File: src/rtl/bxd_queue.sv
// Small first-in first-out queue of packed words between front and back.
module bxd_queue #(
  parameter int WIDTH = 8,
  parameter int DEPTH = 4
) (
  input  logic             clk,
  input  logic             rst,
  input  logic             push,
  input  logic [WIDTH-1:0] wdata,
  output logic             full,
  input  logic             pop,
  output logic [WIDTH-1:0] rdata,
  output logic             empty
);

  localparam int PW = $clog2(DEPTH);
  localparam int CW = $clog2(DEPTH + 1);

  logic [WIDTH-1:0] slots [DEPTH];
  logic [PW-1:0]    wr_ptr;
  logic [PW-1:0]    rd_ptr;
  logic [CW-1:0]    count;

  assign full  = (count == CW'(DEPTH));
  assign empty = (count == '0);
  assign rdata = slots[rd_ptr];

  // Pointers and fill count.
  always_ff @(posedge clk) begin
    if (rst) begin
      wr_ptr <= '0;
      rd_ptr <= '0;
      count  <= '0;
    end else begin
      if (push) begin
        wr_ptr <= (wr_ptr == PW'(DEPTH - 1)) ? '0 : wr_ptr + PW'(1);
      end
      if (pop) begin
        rd_ptr <= (rd_ptr == PW'(DEPTH - 1)) ? '0 : rd_ptr + PW'(1);
      end
      if (push && !pop) begin
        count <= count + CW'(1);
      end else if (pop && !push) begin
        count <= count - CW'(1);
      end
    end
  end

  always_ff @(posedge clk) begin
    if (push) begin
      slots[wr_ptr] <= wdata;
    end
  end

endmodule

File: config.mk
export PLATFORM = sky130hd
export DESIGN_NAME = bxd_queue
export DESIGN_NICKNAME = d
export VERILOG_FILES = /design/src/rtl/bxd_queue.sv
export SDC_FILE = /design/constraint.sdc
export NUM_CORES = 1
export LEC_CHECK = 0
export ABC_AREA = 1
export ABC_CLOCK_PERIOD_IN_PS = 1300
export BUFFER_PORTS_ARGS = -buffer_cell sky130_fd_sc_hd__buf_2
export CAP_MARGIN = 10
export CORE_AREA = 2 2 61 63
export DETAILED_ROUTE_END_ITERATION = 10
export DIE_AREA = 0 0 63 65
export GPL_TIMING_DRIVEN = 0
export PLACE_DENSITY = 0.73
export SYNTH_ARGS = -nofsm -noshare
export SYNTH_HDL_FRONTEND = slang
export SYNTH_SLANG_ARGS = --single-unit
File: constraint.sdc
create_clock -name clk -period 1.3 [get_ports clk]
set_input_delay 0.195 -clock clk [delete_from_list [all_inputs] [get_ports clk]]
set_output_delay 0.195 -clock clk [all_outputs]
set_load 0.1 [all_outputs]
==> metrics.md <==
| Metric | Value |
|---|---|
| Residual DRC | `0` |
| Final worst-path cycle share | `125%` |
| Hold Buf Count CTS | `0` |
| Minimum clock period | `1.62 ns` |
| FF-to-FF path depth | `3` |
| CTS tree | `built` |
| DP HPWL | `2220 um` |
| Reg2reg end | `slots[3][7]` |
| Tot GR Track Use | `19.9%` |
| Main area contributors after synthesis | `edfxtp_1, dfxtp_1, nor2_1` |
| Vias | `1116` |
| Dpl cells | `204` |
| Num CTS Buffers | `5` |
| Run status | `finished, violations left` |
| RSZ-0062 raised after global routing | `yes` |
| Total Power | `0.00323 W` |
| Largest net degree at the start of global routing | `12` |
| Count of final max-slew check failures | `0` |
| Crit end category | `output port` |
| Initial core utilization | `47.2%` |
| Relative slew slack | `78.1%` |
| Share of power burned in registers | `48.6%` |
| Fmax | `0.617 GHz` |
| Layout cell share with drive strength beyond 1 | `49.4%` |
| Worst EP required | `1.11 ns` |
| Startpoint types | `register` |
| Net Switching | `0.00112 W` |
| Clock sinks | `41` |
| Pint | `0.00211 W` |
| Netlist cell types | `19` |
| 1st-iter DRT viols | `25` |
| Clock Latency Late Sink | `0.34 ns` |
| Antenna Nets Post-Route | `0` |
| First-pass GRT wire length | `5930 um` |
| Worst hold-check path type | `in2reg` |
| Vias in the first global route | `1192` |
| Crit-path most repeated cell | `buf_12` |
| Crit path kind | `reg2out` |
| Area Overhead vs Synth | `46.4%` |
| Chip Height | `65 um` |
| Number of cells produced by synthesis | `135` |
| Routed len/inst | `16.2 um` |
| R2R Setup Slk | `0.08 ns` |
| Critical-path top delay cell | `dfxtp_4` |
| Yosys reg bits | `41` |
| Final WS setup | `-0.321 ns` |
| Number of port buffers | `21` |
| Combinational power share | `33.3%` |
| RR Startpoint | `wr_ptr[0]` |
| Worst-Margin Slew | `0.325 ns` |
| Final WL | `3520 um` |
| Critical Path Sink | `rdata[4]` |
| Clk buf depth | `2` |
| Worst-path clk slew | `0.10 ns` |
| Switching portion of total power | `34.6%` |
| Root buffer cell | `clkbuf_4` |
| Core Area | `3500 um^2` |
| Mapped Nets | `154` |
| Routability cong. | `0.747` |
| Top-area cell type share of the netlist area | `58.2%` |
| Final Skew | `0.00925 ns` |
| Overflow after GRT | `0` |
| Crit Path Max Fanout | `7` |
| Synth Warn # | `0` |
| Peak supply drop | `0.000782 V` |
| Antenna violations before repair | `0` |
| Endpoints failing setup | `10` |
| Clock power share | `18.1%` |
| Drt pass-1 iters | `4` |
| Pwr per Cell Area | `1340 nW/um^2` |
| Via-per-instance ratio | `5.12` |
| Crit path DAT | `1.43 ns` |
| Max-Cap Viols | `0` |
| DIE WIDTH | `63 um` |
| Post-synth top area cell | `edfxtp_1` |
| Top-level I/O count | `22` |
| Seq/Total Area, Yosys | `69.1%` |
| Leakage power | `0.856 nW` |
| H-tree levels | `2` |
| Die ar. | `4100 um^2` |
| Worst path max stage delay | `0.41 ns` |
| Worst path cell trace | `inv_8 -> buf_12 -> nor2_4 -> o22ai_4 -> buf_12` |
| Mean Syn Cell Area | `12.2 um^2` |
| Row cnt | `22` |
| Synth Cell Area | `1650 um^2` |
| Final std cells w/o fill | `218` |
| # diodes | `0` |
| Final hold vios | `0` |
| Layout Nets | `188` |
| Violated checks | `negative setup slack` |
| Setup_tns | `-2.50 ns` |
[how the worst min path moves through the flow]
stage	startpoint	cells after the start	to	slack [ns]
after floorplan	rst	1	register	0.27
after global placement	wdata[7]	1	slots[3][7]	0.41
after detailed placement	wdata[7]	1	slots[0][7]	0.41
after CTS	rst	2	count[0]	0.02
after global routing	rst	2	count[0]	0.03
final	rst	2	count[0]	0.05
[cell families after synthesis]
logic type	Yosys count	share of synthesized area, %
AO/OA/AOI/OAI	30	10.2
XOR/XNOR	1	0.530
adder cells (fa/ha/maj)	7	5.76
buffers and inverters	18	5.00
flip-flops	41	69.1
AND/OR/NAND/NOR	38	9.47
[cells in the final DEF (no fill, tap or decap), types with 2 or more instances in the layout]
master,netlist,routed
clkbuf_1,0,3
clkbuf_4,0,5
nor3_4,0,2
o21ai_1,2,9
nor3_1,4,2
a21oi_1,3,3
edfxtp_1,32,32
o21ai_4,0,4
nor2_4,0,9
dfxtp_1,9,2
buf_2,0,11
nand2_1,8,4
o22ai_4,0,8
nand2_2,0,4
clkinvlp_4,0,4
nor2_1,22,11
buf_4,0,4
nor2_2,2,4
dfxtp_4,0,6
o21ai_0,15,4
o21ai_2,2,2
inv_1,15,9
buf_12,0,11
ha_1,6,5
[metrics by stage]
stage / hold slack [ns] / utilization [%] / cell area [um^2] / setup WS, ns
global route: 0.0319 / 69.2 / 2420 / -0.390
global placement: 0.407 / 56.7 / 1980 / -0.299
finish: 0.0478 / 69.2 / 2420 / -0.321
CTS: 0.0244 / 67.1 / 2340 / -0.362
floorplan: 0.266 / - / 1820 / -0.0909
detailed placement: 0.414 / 56.7 / 1980 / -0.339
[area by class of cell]
class | instances | area (um^2)
Timing Repair Buffer | 27 | 324
Multi-Input combinational cell | 76 | 698
Tap cell | 48 | 60.1
Clock buffer | 8 | 48.8
Inverter | 16 | 87.6
Sequential cell | 41 | 1160
Fill cell | 263 | 1080
Buffer | 2 | 35.0
[power groups by stage]
stage	Sequential [W]	Combinational, W	Clock, W
final	0.00157	0.00107	0.000584
after CTS	0.00156	0.00105	0.000608
after global routing	0.00158	0.00113	0.000665
after floorplan	0.00157	0.000661	0
after global placement	0.00158	0.000767	0
after detailed placement	0.00158	0.000788	0
[per-layer routing]
layer	GRT usage [%]	share of wire (%)
met3	4.86	3.7
met5	0	0
met1	22.8	39
met4	8.33	1.6
met2	35.6	56
[repair_timing]
item                       CTS  global route
buffers inserted             5             0
pin swaps                    5             9
setup endpoints to repair   20            43
cloned                       2             0
resized for setup           73            27
[worst max-delay path: cells and delay by family, from the launching register on]
kind | cells | cell delay, ns
AND/OR/NAND/NOR | 1 | 0.04
flip-flops | 1 | 0.41
buffers and inverters | 3 | 0.44
AO/OA/AOI/OAI | 1 | 0.20
[synthesized netlist by cell type (all sizes together)]
master and n:
a21oi 3, buf 2, dfxtp 9, edfxtp 32, fa 1, ha 6, inv 16, nand2 8
nand3 1, nand4 1, nor2 24, nor3 4, o21ai 19, o22ai 8, xor2 1
[state kept, by name, summed over array words and instances, names as in the netlist, named ones only]
signal  flops
count       3
rd_ptr      2
slots      32
wr_ptr      2
(Power assumes the default switching activity.)
