--- config.mk ---
export PLATFORM = sky130hd
export DESIGN_NAME = bxd_back_flat
export DESIGN_NICKNAME = d
export VERILOG_FILES = /design/src/rtl/bxd_pkg.sv /design/src/rtl/bxd_out_if.sv /design/src/rtl/bxd_div.sv /design/src/rtl/bxd_back.sv /design/src/flat_wrapper.sv
export SDC_FILE = /design/constraint.sdc
export NUM_CORES = 1
export LEC_CHECK = 0
export BUFFER_PORTS_ARGS = -buffer_cell sky130_fd_sc_hd__buf_2
export CORE_UTILIZATION = 45
export DETAILED_ROUTE_END_ITERATION = 8
export SLEW_MARGIN = 10
export SYNTH_ARGS = -nofsm -noshare
export SYNTH_HDL_FRONTEND = slang
export SYNTH_SLANG_ARGS = --single-unit
export TNS_END_PERCENT = 20
--- constraint.sdc ---
create_clock -name clk -period 5.6 [get_ports clk]
set_input_delay 0.28 -clock clk [delete_from_list [all_inputs] [get_ports clk]]
set_output_delay 0.28 -clock clk [all_outputs]
set_load 0.005 [all_outputs]
--- src/rtl/bxd_pkg.sv ---
// Shared constants, register codes and state types of the box-area downscaler.
package bxd_pkg;

  // Pixel and accumulator sizes.
  localparam int PIX_W   = 8;
  localparam int SUM_W   = 24;
  localparam logic [SUM_W-1:0] SUM_MAX = {SUM_W{1'b1}};

  // Output coordinate width.
  localparam int XY_W = 10;

  // Vertical limits, which follow from the fixed register widths.
  localparam int SRC_H_MAX = 4096;
  localparam int H_W       = 13;
  localparam int ROWC_W    = 12;
  localparam int OUT_H_MAX = 1024;
  localparam int OH_W      = 11;
  localparam int BR_W      = 10;

  // Horizontal output cap that applies whatever the parameters are.
  localparam int OUT_W_CAP = 1024;

  // Configuration port.
  localparam int CFG_IDX_W  = 3;
  localparam int CFG_DATA_W = 13;
  localparam int SRC_SIZE_W = 13;
  localparam int OUT_SIZE_W = 11;
  localparam int DEF_SIZE   = 64;

  typedef enum logic [CFG_IDX_W-1:0] {
    REG_SRC_WIDTH  = 3'd0,
    REG_SRC_HEIGHT = 3'd1,
    REG_OUT_WIDTH  = 3'd2,
    REG_OUT_HEIGHT = 3'd3
  } cfg_reg_e;

  // Defaults for the top-level parameters.
  localparam int DEF_MAX_OUT_WIDTH = 1024;
  localparam int DEF_MAX_SRC_WIDTH = 4096;

  // Words that may wait between the front and the back.
  localparam int QUEUE_DEPTH = 4;

  typedef enum logic [2:0] {
    F_SETUP,
    F_DIVW,
    F_DIVH,
    F_IDLE,
    F_ACC
  } front_state_t;

  typedef enum logic [1:0] {
    B_IDLE,
    B_MUL,
    B_START,
    B_DIV
  } back_state_t;

endpackage

--- src/rtl/bxd_out_if.sv ---
// Output channel carrying one averaged pixel and its coordinates per word.
interface bxd_out_if;
  logic                      valid;
  logic                      ready;
  logic [bxd_pkg::PIX_W-1:0] avg_pixel;
  logic [bxd_pkg::XY_W-1:0]  out_x;
  logic [bxd_pkg::XY_W-1:0]  out_y;
  logic                      frame_last;

  modport source (output valid, output avg_pixel, output out_x, output out_y,
                  output frame_last, input ready);
  modport sink (input valid, input avg_pixel, input out_x, input out_y,
                input frame_last, output ready);
endinterface

--- src/rtl/bxd_div.sv ---
// Restoring divider that produces one quotient bit per cycle.
module bxd_div #(
  parameter int NW = 16,
  parameter int DW = 16
) (
  input  logic          clk,
  input  logic          rst,
  input  logic          start,
  input  logic [NW-1:0] num,
  input  logic [DW-1:0] den,
  output logic          done,
  output logic [NW-1:0] quo,
  output logic [DW-1:0] rem
);

  localparam int CNT_W = $clog2(NW + 1);

  logic             busy;
  logic [CNT_W-1:0] cnt;
  logic [DW-1:0]    den_r;
  logic [DW:0]      rem_sh;
  logic [DW+1:0]    diff;

  // Trial subtraction of the divisor from the shifted partial remainder.
  always_comb begin
    rem_sh = {rem, quo[NW-1]};
    diff   = {1'b0, rem_sh} - {2'b00, den_r};
  end

  always_ff @(posedge clk) begin
    if (rst) begin
      busy <= 1'b0;
      done <= 1'b0;
      cnt  <= '0;
    end else begin
      done <= 1'b0;
      if (start) begin
        busy <= 1'b1;
        cnt  <= '0;
      end else if (busy) begin
        cnt <= cnt + CNT_W'(1);
        if (cnt == CNT_W'(NW - 1)) begin
          busy <= 1'b0;
          done <= 1'b1;
        end
      end
    end
  end

  // Quotient bits shift in where the dividend bits shift out.
  always_ff @(posedge clk) begin
    if (start) begin
      quo   <= num;
      rem   <= '0;
      den_r <= den;
    end else if (busy) begin
      if (!diff[DW+1]) begin
        rem <= diff[DW-1:0];
        quo <= {quo[NW-2:0], 1'b1};
      end else begin
        rem <= rem_sh[DW-1:0];
        quo <= {quo[NW-2:0], 1'b0};
      end
    end
  end

endmodule

--- src/rtl/bxd_back.sv ---
// Back part: bin area, rounded mean by serial division, output register.
module bxd_back #(
  parameter int SW = 13,
  parameter int QW = 64
) (
  input  logic          clk,
  input  logic          rst,
  input  logic          q_empty,
  input  logic [QW-1:0] q_data,
  output logic          q_pop,
  bxd_out_if.source     avg_out
);

  localparam int HW  = bxd_pkg::H_W;
  localparam int AW  = SW + HW;
  localparam int NW  = ((bxd_pkg::SUM_W > AW) ? bxd_pkg::SUM_W : AW) + 1;
  localparam int XYW = bxd_pkg::XY_W;

  bxd_pkg::back_state_t state, state_next;

  logic [bxd_pkg::SUM_W-1:0] acc_r;
  logic [SW-1:0]             cw_r;
  logic [HW-1:0]             rh_r;
  logic [XYW-1:0]            x_r, y_r;
  logic                      last_r;
  logic [AW-1:0]             area_r;
  logic                      div_start, div_done, load;
  logic [NW-1:0]             div_num, div_quo;
  logic [AW-1:0]             div_rem;
  logic                      done_held;

  assign div_num = NW'(acc_r) + NW'(area_r >> 1);

  bxd_div #(.NW(NW), .DW(AW)) u_div (
    .clk   (clk),
    .rst   (rst),
    .start (div_start),
    .num   (div_num),
    .den   (area_r),
    .done  (div_done),
    .quo   (div_quo),
    .rem   (div_rem)
  );

  always_ff @(posedge clk) begin
    if (rst) begin
      state <= bxd_pkg::B_IDLE;
    end else begin
      state <= state_next;
    end
  end

  // Take a word, form the area, divide, then hand over to the output register.
  always_comb begin
    state_next = state;
    q_pop      = 1'b0;
    div_start  = 1'b0;
    load       = 1'b0;
    unique case (state)
      bxd_pkg::B_IDLE: begin
        if (!q_empty) begin
          q_pop      = 1'b1;
          state_next = bxd_pkg::B_MUL;
        end
      end
      bxd_pkg::B_MUL: state_next = bxd_pkg::B_START;
      bxd_pkg::B_START: begin
        div_start  = 1'b1;
        state_next = bxd_pkg::B_DIV;
      end
      bxd_pkg::B_DIV: begin
        if ((div_done || done_held) && (!avg_out.valid || avg_out.ready)) begin
          load       = 1'b1;
          state_next = bxd_pkg::B_IDLE;
        end
      end
      default: state_next = bxd_pkg::B_IDLE;
    endcase
  end

  // Word held while it is worked on.
  always_ff @(posedge clk) begin
    if (q_pop) begin
      {acc_r, cw_r, rh_r, x_r, y_r, last_r} <= q_data;
    end
    if (state == bxd_pkg::B_MUL) begin
      area_r <= AW'(cw_r) * AW'(rh_r);
    end
  end

  // The division's done flag is held here until the output register is free; the quotient stays in the divider.
  always_ff @(posedge clk) begin
    if (rst) begin
      done_held <= 1'b0;
    end else if (div_done && !load) begin
      done_held <= 1'b1;
    end else if (state != bxd_pkg::B_DIV || load) begin
      done_held <= 1'b0;
    end
  end

  // Output register.
  always_ff @(posedge clk) begin
    if (rst) begin
      avg_out.valid <= 1'b0;
    end else if (load) begin
      avg_out.valid <= 1'b1;
    end else if (avg_out.ready) begin
      avg_out.valid <= 1'b0;
    end
  end

  always_ff @(posedge clk) begin
    if (load) begin
      avg_out.avg_pixel  <= div_quo[bxd_pkg::PIX_W-1:0];
      avg_out.out_x      <= x_r;
      avg_out.out_y      <= y_r;
      avg_out.frame_last <= last_r;
    end
  end

endmodule
--- src/flat_wrapper.sv ---
// flat-port wrapper written by rule: the top's interface ports become plain ports
module bxd_back_flat 
#(
  parameter int SW = 13,
  parameter int QW = 64
)
  (clk, rst, q_empty, q_data, q_pop, avg_out_valid, avg_out_avg_pixel, avg_out_out_x, avg_out_out_y, avg_out_frame_last, avg_out_ready);
  bxd_out_if avg_out_i ();
  input  logic clk;
  input  logic rst;
  input  logic q_empty;
  input  logic [QW-1:0] q_data;
  output logic q_pop;
  output wire logic [$bits(avg_out_i.valid)-1:0] avg_out_valid;
  output wire logic [$bits(avg_out_i.avg_pixel)-1:0] avg_out_avg_pixel;
  output wire logic [$bits(avg_out_i.out_x)-1:0] avg_out_out_x;
  output wire logic [$bits(avg_out_i.out_y)-1:0] avg_out_out_y;
  output wire logic [$bits(avg_out_i.frame_last)-1:0] avg_out_frame_last;
  input wire logic [$bits(avg_out_i.ready)-1:0] avg_out_ready;
  assign avg_out_valid = avg_out_i.valid;
  assign avg_out_avg_pixel = avg_out_i.avg_pixel;
  assign avg_out_out_x = avg_out_i.out_x;
  assign avg_out_out_y = avg_out_i.out_y;
  assign avg_out_frame_last = avg_out_i.frame_last;
  assign avg_out_i.ready = avg_out_ready;
  bxd_back #(.SW(SW), .QW(QW)) u_core (.clk(clk), .rst(rst), .q_empty(q_empty), .q_data(q_data), .q_pop(q_pop), .avg_out(avg_out_i));
endmodule
==> reports/summary.txt <==
run status: finished, final reports clean
vias per cell: 5.08
Seq cells post-synth: 209
Final Skew: 12.4 ps
fin area: 17900 µm²
GRT Resource Usage Total: 0.196
Final Wtd Congestion: 0.883
H-tree depth: 1
initial core utilization: 0.460
max-slew violation count: 0
YS warnings: 0
drt total wl: 33.3 mm
syn_nets: 1737
slowest stage cell on the critical path: fa_1
core area: 32800 µm²
initial antenna violation count: 0
Final min period: 5460 ps
root buf cell: clkbuf_16
TritonRoute pass-1 iters: 5
CP Max Fanout: 4
largest net degree at the start of global routing: 71
Post-Synth XOR/XNOR Area: 0.0313
first-pass GRT wire length: 53.0 mm
WP data required: 5880 ps
Post-Synthesis Cells: 1425
fmax: 183 MHz
share of cells above drive strength 1: 0.147
number of diodes: 0
crit path kind: reg -> reg
number of buffers created by CTS: 25
TritonCTS clock tree: done
CTS Sinks: 209
Tcrit/Tclk final: 0.975
Synth Area in Adders: 0.263
Simple-Gate Fraction of Synth Area: 0.130
most frequent cells in the layout: inv_1, edfxtp_1, nand2_1, fa_1, ha_1
Mean Syn Cell Area: 10.6 µm²
drc violations: 0
Reg clk slew, reported paths: 60 ps
vias in the first global route: 10500
First DRT Iteration DRCs: 540
Area Overhead vs Synth: 18.8%
Post-synth EDFFs: 172
Max-slew headroom: 0.172
clk_lat worst skew: 540 ps
post-synthesis sequential area ratio: 0.391
total grt overflow: 0
number of I/O port buffers: 98
die area: 34300 µm²
Slew @ Worst Pin: 1240 ps
hpwl dp: 25.2 mm
# nets final: 1938
# setup viols final: 0
height of the die: 185 µm
Layout fillers: 2936
Synth Cell Area: 15100 µm²
final hold viol count: 0
Max stage delay on crit path: 570 ps
CTS max path bufs: 3
unrepaired setup endpoints after global routing: true
CP Data Arrival Time: 5740 ps
dpl cell area: 16300 µm²
hold crit path type: in -> reg
Max Cap Violations: 0
Placement Rows: 66
compound-cell area share of the yosys netlist: 0.106
I/O pins: 99
Critical Path Start Type: flip-flop
Distinct cells, synth: 65
remaining antenna violation count: 0
commonest non-fill, non-tap cell in the layout: inv_1
mux cell area share after synthesis: 0.00945
Post-synth top flop: edfxtp_1
cells along the critical path: buf_6 -> and2_4 -> fa_1 -> fa_1 -> fa_1 -> fa_1 -> inv_1 -> fa_1 -> inv_1 -> ha_1 -> and3_4 -> buf_4 -> nand3_1 -> a211oi_1 -> o22a_1 -> a211o_1 -> a221o_1 -> a21oi_2 -> xnor2_1
Die X: 185 µm
Worst Setup End Kind: flip-flop
Vias: 10600
async set-reset flop share out of synthesis: 0
main combinational cell family by area after synthesis: adder cells
Crit path top cell by count: fa_1
drt wl/cell: 16.0 µm
-- synthesized netlist by cell type (8+ instances only) --
cell type | count | area, µm²
nand3_1 | 30 | 150
inv_1 | 217 | 815
nand2b_1 | 11 | 68.8
a21o_1 | 18 | 135
xnor2_1 | 37 | 324
o21ai_0 | 37 | 185
o31ai_1 | 8 | 60.1
edfxtp_1 | 172 | 5160
mux2_2 | 10 | 113
nor2b_1 | 13 | 81.3
o21a_1 | 15 | 113
fa_1 | 123 | 2460
ha_1 | 121 | 1510
xor2_1 | 17 | 149
clkbuf_1 | 41 | 154
nor3_1 | 15 | 75.1
a21oi_1 | 63 | 315
and2_1 | 83 | 519
a211o_1 | 8 | 70.1
nand2_1 | 142 | 533
nand4_1 | 11 | 68.8
dfxtp_1 | 37 | 741
and3_1 | 12 | 75.1
a211oi_1 | 16 | 120
nor2_1 | 59 | 221
a311oi_1 | 12 | 105
-- final timing paths --
kind | from | to | slack, ps | cells after the start
worst max-delay path | u_core.cw_r[5] | u_core.area_r[25] | 140 | 19
worst min-delay path | avg_out_ready | u_core.avg_out.valid | 40 | 3
worst max register to register | u_core.cw_r[5] | u_core.area_r[25] | 140 | 19
worst min register to register | u_core.y_r[3] | u_core.avg_out.out_y[3] | 420 | 0
-- layout make-up --
type | count | area, µm² | share of cell area
clock buffers | 29 | 641 | 0.0357
well taps | 442 | 553 | 0.0308
repair buffers | 227 | 1640 | 0.0913
clock inverters | 15 | 158 | 0.00879
multi-input cells | 945 | 8220 | 0.458
flip-flops and latches | 209 | 5910 | 0.329
inverters | 218 | 818 | 0.0456
-- critical path: cells and delay by family (launching register included) --
kind / cells / cell delay (ps)
AOI/OAI and AO/OA: 5 / 1050
xor gates and xnor gates: 1 / 70
adders and majority gates: 6 / 2830
buffers and inverters: 4 / 400
DFF: 1 / 480
and+or+nand+nor: 3 / 380
-- layer usage --
layer,share of wire,up-vias,global-route usage
met3,0.033,46,0.0222
met5,0,-,0
met1,0.45,5129,0.259
li1,-,5227,-
met4,0.022,0,0.0476
met2,0.49,185,0.343
-- cells by family after synthesis --
group | count (synthesis)
simple gates | 399
buf+inv | 271
fa+ha+maj | 244
compound gates | 235
flops | 209
xor+xnor | 54
mux | 13
-- through the flow --
stage          cells   util  setup TNS (ps)  hold slack, ps  setup WS (ps)
2_1_floorplan   1425      -               0             349           9.44
3_5_place_dp    1966  0.498           -14.2             405          -14.2
6_report        2085  0.547               0            37.2            138
3_3_place_gp    1966  0.498               0             400           44.3
5_1_grt         2085  0.547           -86.2            48.6          -42.6
4_1_cts         2076  0.543               0            21.8           3.56
-- registers in the layout, summed over array words and instances, names as in the netlist, 13 cells and up --
| register | flops |
|---|---|
| u_core.cw_r | 13 |
| u_core.u_div.rem | 26 |
| u_core.rh_r | 13 |
| u_core.u_div.quo | 27 |
| u_core.u_div.den_r | 26 |
| u_core.acc_r | 17 |
| u_core.area_r | 26 |
-- what timing repair did --
action | in CTS | in global routing
hold endpoints to repair | 69 | 0
setup buffers | 1 | 9
setup endpoints to repair | 2 | 3
pin swaps | 2 | 27
hold buffers | 65 | 0
resized for setup | 2 | 21
Power is left out: the tool's default activity adds up to more than one toggle a clock period on the data nets, which glitch-free logic cannot reach.
